[config.mk]
export PLATFORM = sky130hd
export DESIGN_NAME = multiturn_encoder_angle_velocity_core_flat
export DESIGN_NICKNAME = d
export VERILOG_FILES = /design/src/rtl/mtenc_pkg.sv /design/src/rtl/mtenc_in_if.sv /design/src/rtl/mtenc_out_if.sv /design/src/rtl/mtenc_cfg_if.sv /design/src/rtl/mtenc_div.sv /design/src/rtl/multiturn_encoder_angle_velocity_core.sv /design/src/flat_wrapper.sv
export SDC_FILE = /design/constraint.sdc
export NUM_CORES = 1
export LEC_CHECK = 0
export ABC_AREA = 0
export BUFFER_PORTS_ARGS = -buffer_cell sky130_fd_sc_hd__buf_4
export CAP_MARGIN = 20
export CORE_MARGIN = 10
export CORE_UTILIZATION = 63
export DETAILED_ROUTE_END_ITERATION = 10
export GPL_TIMING_DRIVEN = 0
export PLACE_DENSITY = 0.82
export SYNTH_ARGS = -nofsm -noshare
export SYNTH_HDL_FRONTEND = slang
export SYNTH_SLANG_ARGS = --single-unit
export TNS_END_PERCENT = 50
[constraint.sdc]
create_clock -name clk -period 8.1 [get_ports clk]
set_input_delay 1.62 -clock clk [delete_from_list [all_inputs] [get_ports clk]]
set_output_delay 1.62 -clock clk [all_outputs]
set_load 0.02 [all_outputs]
[src/rtl/mtenc_pkg.sv]
package mtenc_pkg;

  // field widths
  localparam int RAW_W      = 12;
  localparam int TIME_W     = 32;
  localparam int FA_W       = 24;
  localparam int VEL_W      = 32;
  localparam int EA_W       = 12;
  localparam int PP_W       = 7;
  localparam int ZERO_W     = 12;
  localparam int CFG_IDX_W  = 2;
  localparam int CFG_DATA_W = 12;

  // register indexes
  localparam logic [CFG_IDX_W-1:0] CFG_DIR  = 2'd0;
  localparam logic [CFG_IDX_W-1:0] CFG_PP   = 2'd1;
  localparam logic [CFG_IDX_W-1:0] CFG_ZERO = 2'd2;

  localparam logic [PP_W-1:0] PP_RESET = 7'd7;

  // velocity scaling: counts per microsecond to counts per second
  localparam int VEL_SCALE   = 1000000;
  localparam int VEL_SCALE_W = 20;

  // elapsed-time window in microseconds
  localparam int DT_W       = 19;
  localparam int DT_LIMIT   = 500000;
  localparam int DT_DEFAULT = 1000;

  typedef struct packed {
    logic [RAW_W-1:0]  raw_count;
    logic [TIME_W-1:0] time_us;
  } in_item_t;

  typedef struct packed {
    logic signed [FA_W-1:0]  full_angle;
    logic signed [VEL_W-1:0] velocity;
    logic [EA_W-1:0]         elec_angle;
    logic                    primed;
  } out_item_t;

endpackage

[src/rtl/mtenc_in_if.sv]
interface mtenc_in_if;
  logic                valid;
  logic                ready;
  mtenc_pkg::in_item_t data;

  modport source (output valid, output data, input ready);
  modport sink (input valid, input data, output ready);
endinterface

[src/rtl/mtenc_out_if.sv]
interface mtenc_out_if;
  logic                 valid;
  logic                 ready;
  mtenc_pkg::out_item_t data;

  modport source (output valid, output data, input ready);
  modport sink (input valid, input data, output ready);
endinterface

[src/rtl/mtenc_cfg_if.sv]
interface mtenc_cfg_if;
  logic                                valid;
  logic                                ready;
  logic [mtenc_pkg::CFG_IDX_W-1:0]     index;
  logic [mtenc_pkg::CFG_DATA_W-1:0]    data;

  modport source (output valid, output index, output data, input ready);
  modport sink (input valid, input index, input data, output ready);
endinterface

[src/rtl/mtenc_div.sv]
module mtenc_div #(
  parameter int NW = 32,
  parameter int DW = 19
) (
  input  logic          clk,
  input  logic          rst,
  input  logic          start,
  input  logic [NW-1:0] num,
  input  logic [DW-1:0] den,
  output logic          done,
  output logic [NW-1:0] quo
);

  localparam int CW = $clog2(NW + 1);

  logic          busy;
  logic [CW-1:0] cnt;
  logic [DW-1:0] rem;
  logic [DW-1:0] den_q;
  logic [NW-1:0] qr;

  logic [DW:0]   rem_sh;
  logic          ge;
  logic [DW-1:0] rem_next;

  // one quotient bit per cycle, restoring
  always_comb begin
    rem_sh   = {rem, qr[NW-1]};
    ge       = rem_sh >= {1'b0, den_q};
    rem_next = ge ? DW'(rem_sh - {1'b0, den_q}) : DW'(rem_sh);
  end

  always_ff @(posedge clk) begin
    if (rst) begin
      busy <= 1'b0;
      done <= 1'b0;
      cnt  <= '0;
    end else begin
      done <= 1'b0;
      if (start) begin
        busy  <= 1'b1;
        cnt   <= CW'(NW);
        rem   <= '0;
        qr    <= num;
        den_q <= den;
      end else if (busy) begin
        rem <= rem_next;
        qr  <= {qr[NW-2:0], ge};
        cnt <= cnt - CW'(1);
        if (cnt == CW'(1)) begin
          busy <= 1'b0;
          done <= 1'b1;
        end
      end
    end
  end

  assign quo = qr;

endmodule

[src/rtl/multiturn_encoder_angle_velocity_core.sv]
// one item in flight: a new sample is taken only after the last result is loaded for output;
//   the serial divider takes one quotient bit per cycle over COUNT_BITS + 20 bits
// a finished result waits in the output register while the next item is taken
// reset (synchronous, rst high): configuration registers to their defaults, tracking unprimed,
//   no result pending
module multiturn_encoder_angle_velocity_core #(
  parameter int COUNT_BITS   = 12,
  parameter int REBASE_TURNS = 2000
) (
  input logic         clk,
  input logic         rst,
  mtenc_in_if.sink    sample,
  mtenc_out_if.source result,
  mtenc_cfg_if.sink   cfg
);

  localparam int CB  = COUNT_BITS;
  localparam int TW  = $clog2(REBASE_TURNS) + 2;  // turn offset, holds +/-REBASE_TURNS
  localparam int AW  = TW + CB;                    // undirected angle
  localparam int PW  = AW + 1;                     // previous angle, may be shifted by a rebase
  localparam int DFW = CB + 1;                     // angle step, always below one turn
  localparam int NW  = CB + mtenc_pkg::VEL_SCALE_W;
  localparam int DTW = mtenc_pkg::DT_W;
  localparam int RW  = mtenc_pkg::RAW_W;

  localparam logic [RW-1:0] RAW_MASK =
    (COUNT_BITS >= RW) ? {RW{1'b1}} : RW'((1 << COUNT_BITS) - 1);
  localparam logic signed [TW-1:0] REB_T    = TW'(REBASE_TURNS);
  localparam logic signed [PW-1:0] REB_SPAN = PW'(REBASE_TURNS) << COUNT_BITS;

  // sequencer
  localparam logic [2:0] S_IDLE  = 3'd0;
  localparam logic [2:0] S_ANGLE = 3'd1;
  localparam logic [2:0] S_MUL   = 3'd2;
  localparam logic [2:0] S_START = 3'd3;
  localparam logic [2:0] S_WAIT  = 3'd4;
  localparam logic [2:0] S_FIN   = 3'd5;

  logic [2:0] state;

  // configuration registers
  logic                            reg_dir;
  logic [mtenc_pkg::PP_W-1:0]      reg_pp;
  logic [mtenc_pkg::ZERO_W-1:0]    reg_zero;

  // tracking state
  logic [CB-1:0]        prev_raw;
  logic signed [TW-1:0] turn_offset;
  logic signed [PW-1:0] prev_angle;
  logic [31:0]          prev_time;
  logic                 started;

  // per-item working registers
  logic [CB-1:0]                    raw_q;
  logic [31:0]                      now_q;
  logic signed [AW-1:0]             angle_q;
  logic signed [DFW-1:0]            diff_q;
  logic [DTW-1:0]                   dt_q;
  logic                             primed_q;
  logic [NW-1:0]                    num_q;
  logic                             neg_q;
  logic [mtenc_pkg::EA_W-1:0]       elec_q;
  logic signed [mtenc_pkg::FA_W-1:0] full_q;

  // output register
  logic                 res_valid;
  logic                 res_load;
  mtenc_pkg::out_item_t res_data;

  // divider
  logic          div_start;
  logic          div_done;
  logic [NW-1:0] div_quo;

  // wrap detect and multi-turn angle
  logic signed [DFW-1:0] d;
  logic [CB-1:0]         ad;
  logic [CB+2:0]         ad5;
  logic                  wrap;
  logic signed [TW-1:0]  t_step;
  logic signed [TW-1:0]  t_new;
  logic signed [PW-1:0]  pa_adj;
  logic signed [AW-1:0]  angle_new;
  logic signed [PW:0]    diff_full;
  logic [31:0]           du;
  logic [DTW-1:0]        dt_new;

  // velocity scaling and electrical angle
  logic [CB-1:0] diff_mag;
  logic [CB-1:0] a_lo;
  logic [CB-1:0] da_lo;
  logic [CB-1:0] elec_prod;
  logic signed [mtenc_pkg::FA_W-1:0] fa_u;

  // saturation
  logic [63:0]                      q64;
  logic [31:0]                      q32;
  logic signed [mtenc_pkg::VEL_W-1:0] vel_sat;

  always_comb begin
    d   = signed'({1'b0, raw_q}) - signed'({1'b0, prev_raw});
    ad  = d[DFW-1] ? CB'(-d) : CB'(d);
    // 5*|d| > 4*CPR, i.e. a jump of more than 0.8 turn
    ad5  = (CB+3)'(ad) + ((CB+3)'(ad) << 2);
    wrap = ad5 > ((CB+3)'(1) << (CB + 2));

    // forward jump across zero means one turn back, and the other way round
    if (wrap) begin
      t_step = d[DFW-1] ? turn_offset + TW'(1) : turn_offset - TW'(1);
    end else begin
      t_step = turn_offset;
    end

    // rebase at the turn limit; previous angle moves with it
    if (!started) begin
      t_new  = '0;
      pa_adj = prev_angle;
    end else if (t_step >= REB_T) begin
      t_new  = '0;
      pa_adj = prev_angle - REB_SPAN;
    end else if (t_step <= -REB_T) begin
      t_new  = '0;
      pa_adj = prev_angle + REB_SPAN;
    end else begin
      t_new  = t_step;
      pa_adj = prev_angle;
    end

    angle_new = {t_new, raw_q};
    diff_full = started ? (PW+1)'(angle_new) - (PW+1)'(pa_adj) : '0;

    // elapsed time: zero, negative or beyond the window falls back to the default
    du = now_q - prev_time;
    if (du == 32'd0 || du > 32'(mtenc_pkg::DT_LIMIT)) begin
      dt_new = DTW'(mtenc_pkg::DT_DEFAULT);
    end else begin
      dt_new = DTW'(du);
    end

    diff_mag  = diff_q[DFW-1] ? CB'(-diff_q) : CB'(diff_q);
    a_lo      = angle_q[CB-1:0];
    da_lo     = reg_dir ? -a_lo : a_lo;
    elec_prod = CB'(da_lo * CB'(reg_pp));
    fa_u      = mtenc_pkg::FA_W'(angle_q);

    q64 = 64'(div_quo);
    q32 = 32'(div_quo);
    if (neg_q) begin
      vel_sat = (q64 > 64'h8000_0000) ? 32'sh8000_0000 : signed'(-q32);
    end else begin
      vel_sat = (q64 > 64'h7FFF_FFFF) ? 32'sh7FFF_FFFF : signed'(q32);
    end
  end

  assign div_start = (state == S_START);

  mtenc_div #(
    .NW(NW),
    .DW(DTW)
  ) u_div (
    .clk  (clk),
    .rst  (rst),
    .start(div_start),
    .num  (num_q),
    .den  (dt_q),
    .done (div_done),
    .quo  (div_quo)
  );

  // configuration port never stalls
  assign cfg.ready = 1'b1;

  always_ff @(posedge clk) begin
    if (rst) begin
      reg_dir  <= 1'b0;
      reg_pp   <= mtenc_pkg::PP_RESET;
      reg_zero <= '0;
    end else if (cfg.valid) begin
      case (cfg.index)
        mtenc_pkg::CFG_DIR:  reg_dir  <= cfg.data[0];
        mtenc_pkg::CFG_PP:   reg_pp   <= cfg.data[mtenc_pkg::PP_W-1:0];
        mtenc_pkg::CFG_ZERO: reg_zero <= cfg.data[mtenc_pkg::ZERO_W-1:0];
        default: ;
      endcase
    end
  end

  // input side: one item in flight
  assign sample.ready = (state == S_IDLE);

  // hand over once the output register is free or being drained
  assign res_load = (state == S_FIN) && (!res_valid || result.ready);

  always_ff @(posedge clk) begin
    if (rst) begin
      state       <= S_IDLE;
      started     <= 1'b0;
      turn_offset <= '0;
      prev_angle  <= '0;
      prev_raw    <= '0;
      prev_time   <= '0;
      res_valid   <= 1'b0;
    end else begin
      if (res_load) begin
        res_valid <= 1'b1;
      end else if (result.ready) begin
        res_valid <= 1'b0;
      end
      case (state)
        S_IDLE: begin
          if (sample.valid) begin
            raw_q <= CB'(sample.data.raw_count & RAW_MASK);
            now_q <= sample.data.time_us;
            state <= S_ANGLE;
          end
        end
        S_ANGLE: begin
          angle_q     <= angle_new;
          diff_q      <= DFW'(diff_full);
          dt_q        <= dt_new;
          primed_q    <= started;
          prev_raw    <= raw_q;
          turn_offset <= t_new;
          prev_angle  <= PW'(angle_new);
          prev_time   <= now_q;
          started     <= 1'b1;
          state       <= S_MUL;
        end
        S_MUL: begin
          num_q  <= NW'(diff_mag) * NW'(mtenc_pkg::VEL_SCALE);
          neg_q  <= diff_q[DFW-1] ^ reg_dir;
          elec_q <= mtenc_pkg::EA_W'(elec_prod - CB'(reg_zero));
          full_q <= reg_dir ? -fa_u : fa_u;
          state  <= S_START;
        end
        S_START: begin
          state <= S_WAIT;
        end
        S_WAIT: begin
          if (div_done) begin
            state <= S_FIN;
          end
        end
        S_FIN: begin
          if (res_load) begin
            res_data.full_angle <= full_q;
            res_data.velocity   <= primed_q ? vel_sat : '0;
            res_data.elec_angle <= elec_q;
            res_data.primed     <= primed_q;
            state               <= S_IDLE;
          end
        end
        default: state <= S_IDLE;
      endcase
    end
  end

  assign result.valid = res_valid;
  assign result.data  = res_data;

endmodule

[src/flat_wrapper.sv]
// flat-port wrapper written by rule: the top's interface ports become plain ports
module multiturn_encoder_angle_velocity_core_flat 
#(
  parameter int COUNT_BITS   = 12,
  parameter int REBASE_TURNS = 2000
)
  (clk, rst, sample_valid, sample_data, sample_ready, result_valid, result_data, result_ready, cfg_valid, cfg_index, cfg_data, cfg_ready);
  mtenc_in_if sample_i ();
  mtenc_out_if result_i ();
  mtenc_cfg_if cfg_i ();
  input logic clk;
  input logic rst;
  input wire logic [$bits(sample_i.valid)-1:0] sample_valid;
  input wire logic [$bits(sample_i.data)-1:0] sample_data;
  output wire logic [$bits(sample_i.ready)-1:0] sample_ready;
  output wire logic [$bits(result_i.valid)-1:0] result_valid;
  output wire logic [$bits(result_i.data)-1:0] result_data;
  input wire logic [$bits(result_i.ready)-1:0] result_ready;
  input wire logic [$bits(cfg_i.valid)-1:0] cfg_valid;
  input wire logic [$bits(cfg_i.index)-1:0] cfg_index;
  input wire logic [$bits(cfg_i.data)-1:0] cfg_data;
  output wire logic [$bits(cfg_i.ready)-1:0] cfg_ready;
  assign sample_i.valid = sample_valid;
  assign sample_i.data = sample_data;
  assign sample_ready = sample_i.ready;
  assign result_valid = result_i.valid;
  assign result_data = result_i.data;
  assign result_i.ready = result_ready;
  assign cfg_i.valid = cfg_valid;
  assign cfg_i.index = cfg_index;
  assign cfg_i.data = cfg_data;
  assign cfg_ready = cfg_i.ready;
  multiturn_encoder_angle_velocity_core #(.COUNT_BITS(COUNT_BITS), .REBASE_TURNS(REBASE_TURNS)) u_core (.clk(clk), .rst(rst), .sample(sample_i), .result(result_i), .cfg(cfg_i));
endmodule
==> results of run 1 <==
==> metrics by stage <==
stage               std cells  total power [mW]  hold WS [ps]
floorplan                2406              4.20           400
global placement         3057              4.58           402
detailed placement       3070              4.68           405
CTS                      3146              6.64           400
global route             3147              7.02           419
finish                   3147              6.62           395
==> worst paths after layout <==
check,to,startpoint,cells past startpoint,slack (ps)
hold reg to reg,u_core.u_div.den_q[18],u_core.dt_q[18],0,400
setup / recovery,u_core.num_q[30],u_core.diff_q[4],20,1110
hold / removal,u_core.u_div.den_q[18],u_core.dt_q[18],0,400
setup reg to reg,u_core.num_q[30],u_core.diff_q[4],20,1110
==> cells in the mapped netlist, types with 7 or more instances <==
master / count
edfxtp_1: 303
nand2_1: 269
inv_1: 241
ha_1: 193
nor2_1: 170
a21oi_1: 142
xnor2_1: 105
dfxtp_1: 90
fa_1: 83
o21ai_0: 81
and2_1: 61
clkbuf_1: 60
mux2i_1: 43
nor3_1: 42
xor2_1: 41
a21o_1: 39
a31oi_1: 28
o21a_1: 27
nand2b_1: 25
nand3_1: 22
nor2b_1: 20
a211oi_1: 18
or3_1: 18
or2_2: 15
a21boi_0: 14
nand4_1: 14
nor4_1: 14
o22ai_1: 13
o41ai_1: 13
and3_1: 11
o21bai_1: 11
a22o_1: 10
nor3b_1: 10
o31ai_1: 10
or4_1: 10
o311ai_0: 9
a211o_1: 7
==> layout make-up <==
class | count | area (µm²) | share of cell area
Multi-Input combinational cell | 1694 | 12700 | 0.452
Clock inverter | 30 | 300 | 0.0107
Inverter | 242 | 908 | 0.0324
Tap cell | 518 | 648 | 0.0231
Clock buffer | 46 | 1090 | 0.0388
Timing Repair Buffer | 147 | 1180 | 0.0420
Sequential cell | 393 | 10900 | 0.389
Buffer | 77 | 315 | 0.0113
==> placed cells by master (no fill, tap or decap), drive strengths merged, types with 14 or more instances in the layout <==
cell type	count
ha	193
nor3	44
xor2	41
a21oi	142
or3	23
o21ai	84
a31oi	28
inv	248
nand4	14
and2	61
a211oi	18
a21boi	15
o21a	27
fa	83
nor2	170
or2	17
nand2	269
edfxtp	303
xnor2	105
clkbuf	106
nor2b	20
a21o	39
dfxtp	90
clkinv	19
nor4	15
nand2b	25
buf	164
mux2i	43
nand3	23
==> power by group through the flow <==
stage	Clock, mW	Combinational [mW]	Sequential, mW
finish	1.93	2.29	2.39
global route	2.04	2.58	2.40
CTS	1.97	2.28	2.39
detailed placement	0	2.25	2.44
global placement	0	2.14	2.44
floorplan	0	1.78	2.43
==> per-layer routing <==
layer / share of wire / wire length (µm) / GRT usage / vias to the layer above
met4: 0.029 / 1580 / 0.0766 / 0
li1: - / - / - / 8899
met2: 0.51 / 27500 / 0.405 / 489
met1: 0.41 / 22400 / 0.268 / 8636
met5: 0 / 0 / 0 / -
met3: 0.052 / 2800 / 0.0413 / 111
==> critical path, delay by kind of cell, from the launching register on <==
kind | cells | cell delay (ps)
adder cells (fa/ha/maj) | 5 | 2000
flip-flops | 1 | 460
AO/OA/AOI/OAI | 9 | 2500
AND/OR/NAND/NOR | 2 | 1080
buffers and inverters | 2 | 120
XOR/XNOR | 2 | 560
==> flip-flops by register name (all words and copies together) (netlist names), 13 cells and up <==
name and cells:
u_core.now_q 32, u_core.result.data 69, u_core.num_q 26, u_core.turn_offset 13, u_core.dt_q 19, u_core.u_div.rem 19
u_core.angle_q 24, u_core.full_q 24, u_core.u_div.den_q 19, u_core.u_div.quo 32, u_core.diff_q 13, u_core.prev_time 32
==> kinds of logic after synthesis <==
group                    after synthesis  synth area share
adder cells (fa/ha/maj)              276             0.165
other                                  1          0.000151
flip-flops                           393             0.440
XOR/XNOR                             146            0.0516
buffers and inverters                319            0.0494
AO/OA/AOI/OAI                        491             0.132
AND/OR/NAND/NOR                      731             0.142
multiplexers                          49            0.0201
==> flow_summary.yaml, run 1 <==
global_routing:
  grt_pass1_wl_um: 88700
  grt_usage: 0.226
  grt_max_degree: 41
  antenna_found_initial: 0
  grt_overflow: 0
  grt_pass1_vias: 18400
floorplan:
  core_um2: 38700
  chipHeight_um: 218
  die_w_um: 218
  dieArea_um2: 47600
  pin_count: 135
  num_rows: 72
  initial_core_util: 0.639
timing:
  layout_worst_path_cycle_share: 0.863
  maxSlewHeadroom: 0.285
  hold_viol: 0
  fin_ws_ps: 1110
  clock_skew_ps: 38.9
  setup_tns_ps: 0
  final.min_clock_period_ps: 6990
  finalMaxSlewViolations: 0
  max_freq_mhz: 143
  rsz0062_at_grt: "false"
  setup_viol: 0
  worst_slew_pin_slew_ps: 1070
hold_path:
  worstHoldPathType: "flip-flop to flip-flop"
layout:
  diodes: 0
  drive_gt1_frac: 0.107
  nets: 2935
  fill_cells: 2751
  area_delta_synth_final_pct: 13.1
  post-route-cell-area_um2: 28000
  final_core_util: 0.723
synth:
  ys_types: 88
  syn_avg_cell_area_um2: 10.3
  ys_async_sr_fraction: 0
  synth_ff_type: "edfxtp_1"
  netlist_area_um2: 24800
  synth_top_area_frac: 0.367
  synth_edf_count: 303
  yosys.area.top_type: "edfxtp_1"
  ys_ff_latch: 393
  seq_area_frac_synth: 0.440
  syn_inst: 2406
  synth_fp_nets: 2745
  yosys_warnings: 0
  synthTopCellsByArea: "edfxtp_1 (37%), ha_1 (9.8%), dfxtp_1 (7.3%), fa_1 (6.7%), nand2_1 (4.1%)"
power:
  p_seq_frac: 0.362
  pwr_density_cell_nw_per_um2: 236
  vdd_drop_max_mv: 0.182
  switching_power_mw: 2.15
  p_comb_frac: 0.346
  power_frac_clock: 0.292
  switching_share: 0.326
  p_int_mw: 4.46
  p_leak_nw: 11.3
setup_path:
  cp.required_ps: 8430
  path_cells: "or4_1 -> or4_1 -> o31ai_1 -> xnor2_1 -> ha_1 -> inv_1 -> fa_1 -> fa_1 -> inv_1 -> ha_1 -> ha_1 -> a21o_1 -> a31oi_1 -> o211ai_1 -> o41ai_1 -> o21ai_0 -> o41a_1 -> a21o_1 -> a21oi_1 -> xnor2_1"
  critPathSlowestCell: "or4_1"
  critPathMostFrequentCell: "ha_1"
  max_stage_delay_ps: 570
  cp.arrival_ps: 7320
  cp-start-kind: "flip-flop"
  crit_type: "flip-flop to flip-flop"
  end_kind: "flip-flop"
  critPathMaxFanout: 7
clocking:
  cts_made_buffers: 41
  cts_setup_buffers: 0
  ctsHoldBuffers: 0
  cts_buffer_depth: 3
  ctsResizeCount: 0
  ctsHtreeMaxLevel: 2
  cts_tree: "yes"
  clk_pin_slew_ps: 70
  clkLatencyLatePin_ps: 580
  clock-sinks: 393
  cts-root-buf: "clkbuf_16"
routing:
  wl_per_cell_um: 17.3
  route.detailed.drc: 0
  vias_per_cell: 5.76
  vias: 18100
  drt_iter0_markers: 1082
  routed_wirelength_um: 54300
  ant_nets: 0
  dr.pass1.iters: 5
run:
  cap_viol_max_count: 0
placed_design:
  hpwlAfterDp_um: 41800
  place_congestion: 0.932
  dpl_cell_area_um2: 26600
  port_buffers: 133
  preCtsSetupSlack_ps: 1250
status:
  status: "finished, final reports clean"
No activity file was read; power rests on OpenSTA's default activity.
==> run 2: changes to the inputs <==
--- a/config.mk
+++ b/config.mk
@@ -10,6 +10,7 @@
 export CAP_MARGIN = 20
 export CORE_MARGIN = 10
 export CORE_UTILIZATION = 63
+export CTS_BUF_LIST = sky130_fd_sc_hd__clkbuf_16
 export DETAILED_ROUTE_END_ITERATION = 10
 export GPL_TIMING_DRIVEN = 0
 export PLACE_DENSITY = 0.82
==> run 2 against run 1 <==
- clock power hardly changed
- maximum frequency decreased by 0.44%
- wire length down 0.10%
- first-iteration DRC count is essentially flat
- via count up 0.23%
- die area did not move
- setup slack lost 31 ps
- sequential share of layout area is the same
==> flow_summary.yaml, run 2 (synthesized netlist as in run 1, its figures left out) <==
status:
  status: "finished, final reports clean"
floorplan:
  core_um2: 38700
  chipHeight_um: 218
  num_rows: 72
  pin_count: 135
  dieArea_um2: 47600
  initial_core_util: 0.639
  die_w_um: 218
clocking:
  clock-sinks: 393
  ctsHtreeMaxLevel: 2
  cts-root-buf: "clkbuf_16"
  cts_setup_buffers: 0
  ctsHoldBuffers: 0
  cts_made_buffers: 41
  clkLatencyLatePin_ps: 580
  cts_tree: "yes"
  ctsResizeCount: 0
  clk_pin_slew_ps: 70
  cts_buffer_depth: 3
layout:
  drive_gt1_frac: 0.107
  post-route-cell-area_um2: 28000
  diodes: 0
  final_common_cell: "edfxtp_1"
  final_cells: 3147
  nets: 2935
  layout_common_cells: "edfxtp_1 (303), nand2_1 (269), inv_1 (244)"
  largest_reg_flops: 69
  final_core_util: 0.723
  area_delta_synth_final_pct: 13.1
timing:
  clock_skew_ps: 38.2
  fin_ws_ps: 1080
  final.min_clock_period_ps: 7020
  maxSlewHeadroom: 0.284
  hold_viol: 0
  finalMaxSlewViolations: 0
  max_freq_mhz: 142
  setup_tns_ps: 0
  whs_ps: 395
  layout_worst_path_cycle_share: 0.867
  worst_slew_pin_slew_ps: 1070
  rsz0062_at_grt: "false"
  setup_viol: 0
routing:
  dr.pass1.iters: 6
  route.detailed.drc: 0
  wl_per_cell_um: 17.2
  drt_iter0_markers: 1083
  vias_per_cell: 5.78
  ant_nets: 0
  routed_wirelength_um: 54200
  vias: 18200
global_routing:
  grt_overflow: 0
  antenna_found_initial: 0
  grt_max_degree: 41
  grt_pass1_vias: 18400
  grt_usage: 0.226
  grt_pass1_wl_um: 88700
setup_path:
  cp.required_ps: 8430
  cp-start-kind: "flip-flop"
  r2r_start: "u_core.diff_q[4]"
  reg2reg_to: "u_core.num_q[30]"
  end_kind: "flip-flop"
  critPathMaxFanout: 7
  cp.arrival_ps: 7350
  rrSetupSlack_ps: 1080
  crit_type: "flip-flop to flip-flop"
  r2r.worst_path.cells: 20
hold_path:
  worstHoldPathType: "flip-flop to flip-flop"
  min_to: "u_core.u_div.den_q[18]"
  min_from: "u_core.dt_q[18]"
  hold_depth: 0
placed_design:
  port_buffers: 133
  hpwlAfterDp_um: 41800
  preCtsSetupSlack_ps: 1250
  dp.cells: 3070
  place_congestion: 0.932
  dpl_cell_area_um2: 26600
run:
  cap_viol_max_count: 0
power:
  vdd_drop_max_mv: 0.182
  total_power_mw: 6.62
  p_leak_nw: 11.3
  pwr_density_cell_nw_per_um2: 236
## run 2: final cells by class
class	instances	area, µm²
multi-input combinational	1694	12700
sequential	393	10900
fill	2751	10700
timing repair buffer	147	1180
clock buffer	43	1080
inverter	242	908
tap	518	648
buffer	77	315
clock inverter	33	312
## run 2: metal layers
layer | global-route usage | up-vias | wire, µm | part of all wire
met3 | 0.0413 | 113 | 2830 | 0.052
met1 | 0.268 | 8670 | 22300 | 0.41
met4 | 0.0766 | 0 | 1580 | 0.029
met5 | 0 | - | 0 | 0
li1 | - | 8897 | - | -
met2 | 0.405 | 497 | 27500 | 0.51
## run 2: critical path, stage by stage, from the launching register on
cell and delay (ps):
edfxtp_1 460, or4_1 570, or4_1 510, o31ai_1 280, xnor2_1 460, ha_1 370
inv_1 80, fa_1 450, fa_1 550, inv_1 40, ha_1 280, ha_1 350
a21o_1 190, a31oi_1 270, o211ai_1 210, o41ai_1 530, o21ai_0 280, o41a_1 390
a21o_1 200, a21oi_1 180, xnor2_1 100
## run 2: worst max-delay path by stage
stage                startpoint                     end  slack [ps]  cells past startpoint
6_report       u_core.diff_q[4]        u_core.num_q[30]        1080                     20
5_1_grt         u_core.raw_q[0]   u_core.turn_offset[2]         550                     23
4_1_cts         u_core.raw_q[0]      u_core.angle_q[13]        1210                     24
2_1_floorplan               rst   u_core.result.data[0]         770                      3
3_5_place_dp   u_core.diff_q[4]        u_core.num_q[30]        1250                     20
3_3_place_gp                rst  u_core.result.data[43]       -1580                      4
## run 2: report_power, final
part | total (mW) | internal (mW) | switching [mW]
clock | 1.93 | 1.11 | 0.819
sequential | 2.39 | 2.35 | 0.0450
combinational | 2.29 | 1.00 | 1.29
==> run 3: changes to the inputs <==
--- a/config.mk
+++ b/config.mk
@@ -6,7 +6,7 @@
 export NUM_CORES = 1
 export LEC_CHECK = 0
 export ABC_AREA = 0
-export BUFFER_PORTS_ARGS = -buffer_cell sky130_fd_sc_hd__buf_4
+export BUFFER_PORTS_ARGS = -buffer_cell sky130_fd_sc_hd__buf_2
 export CAP_MARGIN = 20
 export CORE_MARGIN = 10
 export CORE_UTILIZATION = 63
==> run 3 against run 2 <==
- sequential power about the same
- power up 1.6%
- maximum frequency up 0.83%
- sequential cell count unchanged
- highest routed layer unchanged
==> flow_summary.yaml, run 3 (synthesized netlist as in run 1, its figures left out) <==
status:
  status: "finished, final reports clean"
global_routing:
  grt_util_met1: 0.267
  grt_pass1_wl_um: 88600
  grt_max_degree: 39
  grt_pass1_vias: 18500
  grt_usage: 0.224
  grt_overflow: 0
  antenna_found_initial: 0
  grt.busiest_layer: "met2"
  grtUsageMet3: 0.0367
  grt.met2_usage: 0.397
placed_design:
  place_congestion: 0.933
  dpl_cell_area_um2: 26300
  port_buffers: 133
  hpwlAfterDp_um: 41300
  dp.cells: 3070
routing:
  vias: 18300
  vias_per_cell: 5.82
  route.detailed.drc: 0
  ant_nets: 0
  dr.pass1.iters: 6
  drt_iter0_markers: 1267
  routed_wirelength_um: 54000
  wl_per_cell_um: 17.1
floorplan:
  chipHeight_um: 218
  num_rows: 72
  core_um2: 38700
  initial_core_util: 0.639
  dieArea_um2: 47600
  pin_count: 135
  die_w_um: 218
power:
  p_leak_nw: 11.3
  vdd_drop_max_mv: 0.266
  pwr_density_cell_nw_per_um2: 242
  p_comb_frac: 0.340
  switching_share: 0.318
  switching_power_mw: 2.13
  p_seq_frac: 0.356
  total_power_mw: 6.72
  power_frac_clock: 0.304
  p_int_mw: 4.59
setup_path:
  critPathMaxFanout: 10
  reg2reg_to: "u_core.angle_q[13]"
  r2r_start: "u_core.raw_q[0]"
  rrSetupSlack_ps: 1140
  max_stage_delay_ps: 660
  r2r.worst_path.cells: 24
  path_cells: "inv_1 -> ha_1 -> fa_1 -> nor2b_1 -> o22ai_1 -> xnor2_1 -> nor4_1 -> nand4_1 -> o41ai_1 -> xor2_1 -> inv_1 -> ha_1 -> nor3b_1 -> or3_1 -> nor4_1 -> o21ai_0 -> a2111oi_0 -> nand4b_1 -> a211oi_1 -> a2111oi_4 -> and2_1 -> o21ai_1 -> clkbuf_1 -> nor2_1"
  cp-start-kind: "flip-flop"
  cp.arrival_ps: 7260
  cp.required_ps: 8390
  critPathSlowestCell: "nor4_1"
  end_kind: "flip-flop"
  crit_type: "flip-flop to flip-flop"
  critPathLaunch: "u_core.raw_q[0]"
clocking:
  ctsHoldBuffers: 0
  ctsHtreeMaxLevel: 2
  cts_made_buffers: 42
  clock-sinks: 393
  clk_pin_slew_ps: 60
  cts_setup_buffers: 0
  cts_tree: "yes"
  ctsResizeCount: 0
  cts-root-buf: "clkbuf_16"
  cts_buffer_depth: 3
  clkLatencyLatePin_ps: 580
timing:
  clock_skew_ps: 27.4
  whs_ps: 405
  maxSlewHeadroom: 0.291
  layout_worst_path_cycle_share: 0.860
  max_freq_mhz: 144
  rsz0062_at_grt: "false"
  setup_viol: 0
  finalMaxSlewViolations: 0
  hold_viol: 0
  final.min_clock_period_ps: 6960
  setup_tns_ps: 0
  worst_slew_pin_slew_ps: 1060
layout:
  largest_reg_flops: 69
  seq_area_um2: 10900
  final_common_cell: "edfxtp_1"
  post-route-cell-area_um2: 27800
  diodes: 0
  final_cells: 3149
  nets: 2936
  area_delta_synth_final_pct: 12.1
  drive_gt1_frac: 0.103
  multi_input_area_um2: 12700
  fill_cells: 2747
  layout_common_cells: "edfxtp_1 (303), nand2_1 (269), inv_1 (246)"
hold_path:
  min_to: "u_core.result.data[68]"
  worstHoldPathType: "flip-flop to flip-flop"
  min_from: "u_core.full_q[23]"
  hold_depth: 0
run:
  cap_viol_max_count: 0
==> run 3: changes by cell type in the layout (fill, tap and decap cells not counted), sizes merged <==
cell	change
bufinv	+5
clkinv	-2
clkbuf	-1
clkinvlp	+1
inv	-1
==> run 3: critical path: cells and delay by family (launching register included) <==
family,cells,cell delay [ps]
adder cells (fa/ha/maj),3,990
XOR/XNOR,2,590
buffers and inverters,3,500
flip-flops,1,450
AO/OA/AOI/OAI,7,1830
AND/OR/NAND/NOR,9,2320
==> run 3: worst max-delay path by stage <==
stage	slack (ps)	end	cells after the start
after floorplan	770	u_core.result.data[0]	3
after global placement	-1570	u_core.result.data[43]	4
after global routing	620	u_core.angle_q[13]	24
after detailed placement	1180	u_core.angle_q[13]	24
final	1140	u_core.angle_q[13]	24
after CTS	1180	u_core.angle_q[13]	24
==> run 3: area by class of cell <==
type,count,area share
plain buffers,77,0.0114
well taps,518,0.0233
clock buffers,42,0.0379
flip-flops and latches,393,0.393
repair buffers,147,0.0305
inverters,242,0.0327
multi-input cells,1694,0.456
clock inverters,36,0.0152
==> run 3: power by group through the flow <==
stage / registers (mW) / logic (mW) / clock network [mW]
after floorplan: 2.43 / 1.78 / 0
after global placement: 2.44 / 2.12 / 0
after detailed placement: 2.44 / 2.24 / 0
after CTS: 2.39 / 2.27 / 2.08
after global routing: 2.40 / 2.57 / 2.16
final: 2.39 / 2.28 / 2.04
==> run 3: metrics by stage <==
| step | util | setup slack, ps |
|---|---|---|
| after floorplan | - | 773 |
| after global placement | 0.673 | -1570 |
| after detailed placement | 0.678 | 1180 |
| after CTS | 0.717 | 1180 |
| after global routing | 0.717 | 624 |
| final | 0.717 | 1140 |
==> run 3: routing by layer <==
| layer | part of all wire | wire (µm) |
|---|---|---|
| met3 | 0.063 | 3400 |
| met2 | 0.50 | 27200 |
| met4 | 0.030 | 1630 |
| met5 | 0 | 0 |
| met1 | 0.40 | 21700 |
